$ cat config.mk
export PLATFORM = sky130hd
export DESIGN_NAME = cvs_cell
export DESIGN_NICKNAME = d
export VERILOG_FILES = /design/src/cvs_pkg.sv /design/src/cvs_cell.sv
export SDC_FILE = /design/constraint.sdc
export NUM_CORES = 1
export LEC_CHECK = 0
export ABC_AREA = 1
export BUFFER_PORTS_ARGS = -buffer_cell sky130_fd_sc_hd__buf_2
export CAP_MARGIN = 20
export CORE_MARGIN = 4
export CORE_UTILIZATION = 41
export DETAILED_ROUTE_END_ITERATION = 8
export MAX_ROUTING_LAYER = met4
export PLACE_DENSITY = 0.87
export SLEW_MARGIN = 25
export SYNTH_ARGS = -nofsm -noshare
export SYNTH_HDL_FRONTEND = slang
export SYNTH_SLANG_ARGS = --single-unit
$ cat constraint.sdc
create_clock -name clk -period 2.5 [get_ports clk]
set_input_delay 0.5 -clock clk [delete_from_list [all_inputs] [get_ports clk]]
set_output_delay 0.5 -clock clk [all_outputs]
set_load 0.005 [all_outputs]
$ cat src/cvs_pkg.sv
// Shared types and constants for the chunked voxel store
package cvs_pkg;
    localparam int CHUNK_SIDE_DEF = 16;
    localparam int MAX_CHUNKS_DEF = 16;
    localparam int COORD_BITS_DEF = 16;
    localparam int KEY_OUT_BITS   = 12;

    localparam logic [1:0] REQ_READ  = 2'd0;
    localparam logic [1:0] REQ_WRITE = 2'd1;
    localparam logic [1:0] REQ_POP   = 2'd2;

    // broadcast along the directory chain
    typedef struct packed {
        logic        lookup;
        logic        pop;
        logic [31:0] kx;
        logic [31:0] ky;
        logic [31:0] kz;
        logic [7:0]  pop_slot;
    } cvs_bcast_t;
endpackage

$ cat src/cvs_cell.sv
// One directory slot: key, used and dirty flags; passes hit/free info down the chain
module cvs_cell #(
    parameter int KEY_BITS = 12,
    parameter int SLOT_BITS = 4,
    parameter int SLOT_ID = 0
) (
    input  logic                  clk,
    input  logic                  rst_n,
    input  cvs_pkg::cvs_bcast_t   bc,
    input  logic                  hit_in,
    input  logic [SLOT_BITS-1:0]  hit_slot_in,
    input  logic                  free_in,
    input  logic [SLOT_BITS-1:0]  free_slot_in,
    input  logic                  alloc_en,
    input  logic [SLOT_BITS-1:0]  alloc_slot,
    input  logic                  dirty_set,
    input  logic [SLOT_BITS-1:0]  dirty_slot,
    output logic                  hit_out,
    output logic [SLOT_BITS-1:0]  hit_slot_out,
    output logic                  free_out,
    output logic [SLOT_BITS-1:0]  free_slot_out,
    output logic                  dirty,
    output logic [3*KEY_BITS-1:0] key
);
    logic used_reg;
    logic dirty_reg;
    logic [3*KEY_BITS-1:0] key_reg;
    logic match;
    localparam logic [SLOT_BITS-1:0] ME = SLOT_BITS'(SLOT_ID);

    assign match = used_reg && key_reg == {bc.kx[KEY_BITS-1:0], bc.ky[KEY_BITS-1:0],
                                           bc.kz[KEY_BITS-1:0]};
    assign hit_out       = hit_in || match;
    assign hit_slot_out  = hit_in ? hit_slot_in : ME;
    assign free_out      = free_in || !used_reg;
    assign free_slot_out = free_in ? free_slot_in : ME;
    assign dirty = dirty_reg;
    assign key   = key_reg;

    always_ff @(posedge clk or negedge rst_n)
    begin
        if (!rst_n)
        begin
            used_reg  <= 1'b0;
            dirty_reg <= 1'b0;
        end
        else
        begin
            if (alloc_en && alloc_slot == ME)
                used_reg <= 1'b1;
            if (dirty_set && dirty_slot == ME)
                dirty_reg <= 1'b1;
            else if (bc.pop && bc.pop_slot[SLOT_BITS-1:0] == ME)
                dirty_reg <= 1'b0;
        end
    end

    always_ff @(posedge clk)
    begin
        if (alloc_en && alloc_slot == ME)
            key_reg <= {bc.kx[KEY_BITS-1:0], bc.ky[KEY_BITS-1:0], bc.kz[KEY_BITS-1:0]};
    end
endmodule

==> flow_metrics.py, run 1 <==
metrics = {
    "global_routing": {
        "first_global_vias": 1684,
        "grt_util_overall_pct": 16.3,
        "grt_antenna_before_repair": 0,
        "grt_overflow_total": 0,
        "grt_pass1_wl_um": 7510,
        "grt_max_degree": 23,
    },
    "floorplanning": {
        "fp.dieH_um": 77.2,
        "design.core.area_sq_um": 4500,
        "rows": 24,
        "boundaryPins": 175,
        "floorplan.die.width_um": 77.2,
        "floorplan.initialDensity_pct": 43.6,
        "floorplan.die_area_sq_um": 5960,
    },
    "worst_setup_path": {
        "cp-end-kind": "primary output",
        "cp_top_family": "simple AND/OR/NAND/NOR gates",
        "critical_path_required_ns": 2.00,
        "critical_path_arrival_ns": 1.51,
        "cp_slowest_cell": "edfxtp_1",
        "startpoint_type": "flop",
        "timing.critical_path.fanout_max": 3,
        "critical_path.cell_chain": "nor2_1 -> nor2_1 -> nor2_1 -> nand2_1 -> nor2_1 -> nand2_1 -> o21bai_2 -> buf_2",
        "critPathMostFrequentCell": "nor2_1",
        "critical_path.max_stage_delay_ns": 0.42,
        "cp_num_buf_inv": 1,
        "timing_worst_setup_path_type": "flop to primary output",
    },
    "route": {
        "avgViaCountPerCell": 4.37,
        "drt_iter0_drc": 89,
        "routed_wl_um": 4730,
        "num_vias": 1833,
        "drt-wirelength-per-cell_um": 11.3,
        "drtAntennaViolNets": 0,
        "detail_route.drc_violations": 0,
        "detail_route.first_pass.iterations": 4,
    },
    "final_layout": {
        "final_cell_mix": "buf_2, nand2_1, inv_1",
        "multi_input_gate_area_in_the_final_layout_sq_um": 612,
        "register_area_sq_um": 1130,
        "post_route_cells_drive_above_1_share_pct": 33.2,
        "ant_diodes": 0,
        "layout-area-overhead-vs-synth_pct": 39.7,
        "postLayoutCellArea_sq_um": 2740,
        "most_common_library_cell_in_the_layout_ignoring_fill_and_taps": "buf_2",
        "utilization_pct": 60.9,
        "n_fill_cell": 422,
        "final_net_count": 494,
        "largest_reg_flops": 36,
    },
    "clock_tree": {
        "clock_tree.htree_level_count": 2,
        "cts_buffer_depth": 2,
        "cts_inserted_buffers": 5,
        "clock_insertion_delay_worst_skew_ns": 0.29,
        "clk_pin_slew_ns": 0.08,
        "clock_sinks": 38,
        "cts_root_buf": "clkbuf_8",
        "tritoncts": "built",
    },
    "outcome": {
        "outcome": "finished clean",
    },
    "sta": {
        "setup_repair_after_global_routing_missed_its_margin": "no",
        "final_hold_fails": 0,
        "achievable-frequency_mhz": 497,
        "max_slew_margin_pct": 80.4,
        "min_period_ns": 2.01,
        "setup_viol_count_final": 0,
        "fin_tns_setup_ns": 0,
        "postLayoutSetupSlackWorst_ns": 0.488,
        "post-route-period-util_pct": 80.5,
        "timing.clock.skew_ns": 0,
        "slew_of_the_pin_with_the_lowest_slew_margin_ns": 0.294,
        "timing_max_transition_violations_final": 0,
    },
    "power_and_ir_drop": {
        "peakVddDrop_v": 0.000394,
        "powerDensity_nw_per_um2": 550,
        "totalPowerFinal_mw": 1.51,
        "p_leak_nw": 1.56,
    },
    "placed_design": {
        "dp.final_hpwl_um": 3920,
        "place_congestion": 0.747,
        "dpl_cell_area_sq_um": 2600,
        "pre_cts_ws_ns": 0.550,
        "io_buffers": 109,
    },
    "synthesis": {
        "mappedNetlistNets": 375,
        "synth_warnings": 0,
        "fraction_of_the_yosys_area_taken_by_sequential_cells_pct": 57.6,
        "netlist.area_leader.share_pct": 55.0,
        "per_instance_average_area_after_synthesis_sq_um": 7.95,
        "syn_area_sq_um": 1960,
        "synth.ff_latch_count": 38,
        "netlist-cell-type-count": 15,
        "post_synth_inst_count": 247,
        "yosysTopAreaCell": "edfxtp_1",
        "leading_cell_types_by_total_area_after_synthesis": "edfxtp_1, nand2_1, inv_1",
    },
    "job": {
        "maxCapViolCount": 0,
    },
    "hold_path": {
        "min-delay-path-class": "primary input to flop",
    },
}
## metal layers
metal	vias to the layer above	global-route usage, %	wire length [um]
met1	784	19.0	1980
met5	-	-	0
met3	7	6.32	451
li1	968	-	-
met4	0	3.91	48
met2	74	26.6	2250
## cells by family (layout without fill, tap and decap cells)
family	count (synthesis)	count (layout)	share of synthesized area (%)
DFF	38	38	57.6
buffers and inverters	62	182	11.8
xor gates and xnor gates	4	4	1.78
and+or+nand+nor	135	135	26.4
AOI/OAI and AO/OA	8	8	2.36
## cell type report
type / instances / area share [%]
inverters: 62 / 8.48
multi-input cells: 147 / 22.3
clock buffers: 5 / 2.51
well taps: 52 / 2.37
flip-flops and latches: 38 / 41.2
clock inverters: 3 / 2.33
repair buffers: 112 / 20.8
## worst paths after layout
check                            to  slack [ns]     start  cells after the start
setup / recovery            hit_out        0.49    key[6]                      8
hold / removal              key[15]        0.40    bc[43]                      1
setup reg to reg           used_reg        1.69  used_reg                      1
hold reg to reg            used_reg        0.53  used_reg                      1
max in group asynchronous     dirty        1.88     rst_n                      2
min in group asynchronous  used_reg        0.53     rst_n                      2
## power by group
| part | leakage, nW | internal (mW) | switching, mW | total, mW |
|---|---|---|---|---|
| Sequential | 0.347 | 0.715 | 0.0112 | 0.726 |
| Clock | 0.0658 | 0.395 | 0.220 | 0.615 |
| Combinational | 1.15 | 0.0827 | 0.0850 | 0.168 |
| Total | 1.56 | 1.19 | 0.316 | 1.51 |
## synth_stat cells (all sizes together)
master,instances
nand2,93
dfrtp,2
o21bai,1
inv,62
xnor2,2
nor4,1
edfxtp,36
nor2,36
xor2,2
o21ai,7
nand3,2
nor3,2
or2,1
## timing repair
action                    CTS  global route
hold endpoints to repair    2             0
setup buffers               0             0
resized for setup           0             0
hold buffers                1             0
## stage by stage
stage               hold slack, ns  instances
floorplan                    0.204        247
global placement             0.286        410
detailed placement           0.288        410
CTS                          0.391        419
global route                 0.390        419
finish                       0.399        419
Power figures use the tool's default switching activity.
==> run 2: changes to the inputs <==
--- a/config.mk
+++ b/config.mk
@@ -5,14 +5,14 @@
 export SDC_FILE = /design/constraint.sdc
 export NUM_CORES = 1
 export LEC_CHECK = 0
-export ABC_AREA = 1
+export ABC_AREA = 0
 export BUFFER_PORTS_ARGS = -buffer_cell sky130_fd_sc_hd__buf_2
 export CAP_MARGIN = 20
 export CORE_MARGIN = 4
-export CORE_UTILIZATION = 41
+export CORE_UTILIZATION = 34
 export DETAILED_ROUTE_END_ITERATION = 8
 export MAX_ROUTING_LAYER = met4
-export PLACE_DENSITY = 0.87
+export PLACE_DENSITY = 0.79
 export SLEW_MARGIN = 25
 export SYNTH_ARGS = -nofsm -noshare
 export SYNTH_HDL_FRONTEND = slang
==> constraint.sdc (replaced) <==
create_clock -name clk -period 1.86 [get_ports clk]
set_input_delay 0.372 -clock clk [delete_from_list [all_inputs] [get_ports clk]]
set_output_delay 0.372 -clock clk [all_outputs]
set_load 0.005 [all_outputs]
==> run 2 against run 1 <==
The flow now finishes with violations (setup timing). Clock skew unchanged. Core utilization decreased by 7.1 points. Sequential share of layout area increased by 5.4 points. Non-clock buffer count decreased by 1. Final area decreased by 12%.
==> flow_metrics.py, run 2 <==
metrics = {
    "outcome": {
        "outcome": "finished, violations left",
        "violations": "setup timing",
    },
    "final_layout": {
        "most_common_library_cell_in_the_layout_ignoring_fill_and_taps": "buf_2",
        "layout-area-overhead-vs-synth_pct": 48.8,
        "final_net_count": 349,
        "largest_reg_flops": 36,
        "ant_diodes": 0,
        "final_cell_mix": "buf_2, edfxtp_1, xnor2_1",
        "count_of_non_filler_cells_in_the_finished_layout": 274,
        "post_route_cells_drive_above_1_share_pct": 54.5,
        "postLayoutCellArea_sq_um": 2420,
    },
    "synthesis": {
        "synth_enable_flop_cells": 36,
        "ys_async_sr_fraction_pct": 5.26,
        "leading_cell_types_by_total_area_after_synthesis": "edfxtp_1, xnor2_1, and2_1",
        "mappedNetlistNets": 231,
        "yosysTopAreaCell": "edfxtp_1",
        "most_numerous_cell_in_the_yosys_netlist": "edfxtp_1",
        "per_instance_average_area_after_synthesis_sq_um": 15.8,
        "fraction_of_the_yosys_area_taken_by_sequential_cells_pct": 69.4,
        "synth.ff_latch_count": 38,
        "post_synth_inst_count": 103,
        "synth_warnings": 0,
        "synthFlopType": "edfxtp_1",
        "netlist-cell-type-count": 14,
        "ys_top_cells_by_count": "edfxtp_1, xnor2_1, and2_1",
        "netlist.area_leader.share_pct": 66.4,
        "syn_area_sq_um": 1630,
    },
    "placed_design": {
        "dpl.cell_count": 265,
        "io_buffers": 109,
        "dp.final_hpwl_um": 3260,
        "pre_cts_ws_ns": 0.00608,
        "place_congestion": 0.702,
        "dpl_cell_area_sq_um": 2260,
    },
    "hold_path": {
        "worst_hold_path.num_cells": 1,
        "hold_end": "key[26]",
        "min-delay-path-class": "primary input to flop",
        "timing.hold.worst.start": "bc[74]",
    },
    "clock_tree": {
        "clock_insertion_delay_worst_skew_ns": 0.29,
        "cts_buffer_depth": 2,
        "clock_sinks": 38,
        "clock_tree.htree_level_count": 2,
        "clk_pin_slew_ns": 0.07,
        "tritoncts": "built",
        "cts_inserted_buffers": 5,
        "cts_root_buf": "clkbuf_8",
    },
    "global_routing": {
        "grt_antenna_before_repair": 0,
        "first_global_vias": 1267,
        "grt_max_degree": 38,
        "grt_pass1_wl_um": 6010,
        "grt_util_overall_pct": 13.6,
        "grt_overflow_total": 0,
    },
    "sta": {
        "final_hold_fails": 0,
        "final.hold.worst_slack_ns": 0.281,
        "timing.clock.skew_ns": 0,
        "setup_repair_after_global_routing_missed_its_margin": "yes",
        "max_slew_margin_pct": 80.4,
        "postLayoutSetupSlackWorst_ns": -0.132,
        "slew_of_the_pin_with_the_lowest_slew_margin_ns": 0.292,
        "setup_viol_count_final": 1,
        "post-route-period-util_pct": 107,
        "achievable-frequency_mhz": 502,
        "timing_max_transition_violations_final": 0,
        "min_period_ns": 1.99,
    },
    "worst_setup_path": {
        "worst_r2r_path_depth": 1,
        "timing_worst_setup_path_type": "flop to primary output",
        "r2r_start": "used_reg",
        "cp_num_buf_inv": 1,
        "reg2reg_slack_ns": 1.06,
        "startpoint_type": "flop",
        "critical_path_arrival_ns": 1.62,
        "cp_top_family": "simple AND/OR/NAND/NOR gates",
        "critical_path_required_ns": 1.49,
        "critical_path.max_stage_delay_ns": 0.41,
        "cp_slowest_cell": "edfxtp_1",
        "rr_endpoint": "used_reg",
        "timing.critical_path.fanout_max": 2,
        "critical_path.cell_chain": "xnor2_1 -> nand4_1 -> nor4_4 -> a31o_1 -> buf_2",
        "cp-end-kind": "primary output",
    },
    "power_and_ir_drop": {
        "powerDensity_nw_per_um2": 821,
        "peakVddDrop_v": 0.000261,
        "totalPowerFinal_mw": 1.99,
        "p_leak_nw": 1.01,
    },
    "job": {
        "maxCapViolCount": 0,
    },
    "floorplanning": {
        "floorplan.die.width_um": 77.2,
        "fp.dieH_um": 77.2,
        "floorplan.die_area_sq_um": 5960,
        "boundaryPins": 175,
        "design.core.area_sq_um": 4500,
        "rows": 24,
        "floorplan.initialDensity_pct": 36.2,
    },
    "route": {
        "num_vias": 1285,
        "routed_wl_um": 4050,
        "avgViaCountPerCell": 4.69,
        "drtAntennaViolNets": 0,
        "detail_route.first_pass.iterations": 4,
        "drt_iter0_drc": 43,
        "detail_route.drc_violations": 0,
        "drt-wirelength-per-cell_um": 14.8,
    },
}
-- run 2: changes by cell type after synthesis, moves of 2 or more --
cell	previous run	this run
inv_1	62	0
xor2_1	2	4
and2_1	0	9
o21ai_0	2	0
o21ai_1	5	0
nand2_1	93	1
nand4_1	0	7
xnor2_1	2	32
nor2_1	35	0
nor4_1	1	6
nor3_1	2	0
-- run 2: layout make-up --
class	count	area, sq um
tap	52	65.1
multi-input combinational	65	520
sequential	38	1130
clock buffer	5	68.8
fill	392	2080
timing repair buffer	111	576
clock inverter	3	63.8
-- run 2: worst max-delay path by stage --
stage                     slack [ns]  cells past startpoint           from       to
after detailed placement       0.006                      6         bc[41]  hit_out
after CTS                      -0.17                      5        key[18]  hit_out
after global routing           -0.28                      5         key[3]  hit_out
final                          -0.13                      5        key[32]  hit_out
after global placement          0.04                      6         bc[41]  hit_out
after floorplan                 0.31                      2  alloc_slot[1]   key[0]
-- run 2: kinds of logic (layout without fill, tap and decap cells) --
logic type / count (synthesis) / after routing / synth area share (%)
flops: 38 / 38 / 69.4
xor+xnor: 36 / 36 / 19.4
simple gates: 27 / 27 / 10.1
compound gates: 2 / 2 / 1.08
buf+inv: 0 / 119 / 0
-- run 2: routing by layer --
metal	part of all wire, %	GRT usage (%)
met5	0	-
met2	47	21.7
met1	40	15.1
met3	11	5.27
met4	1.6	5.87
-- run 2: where the power goes --
group	switching (mW)	total, mW	internal [mW]	leakage (nW)
Clock	0.283	0.813	0.530	0.0658
Combinational	0.0837	0.201	0.117	0.593
Sequential	0.0150	0.976	0.961	0.347
Total	0.381	1.99	1.61	1.01
-- run 2: per-stage QoR --
step,setup TNS (ns),utilization [%]
finish,-0.132,53.8
global placement,0,50.2
global route,-0.278,53.8
CTS,-0.174,53.6
floorplan,0,-
detailed placement,0,50.2
-- run 2: timing repair --
item / 4_1_cts / 5_1_grt
hold endpoints to repair: 2 / 0
hold buffers: 1 / 0
resized for setup: 2 / 1
setup endpoints to repair: 1 / 1
pin swaps: 1 / 0
setup buffers: 0 / 0
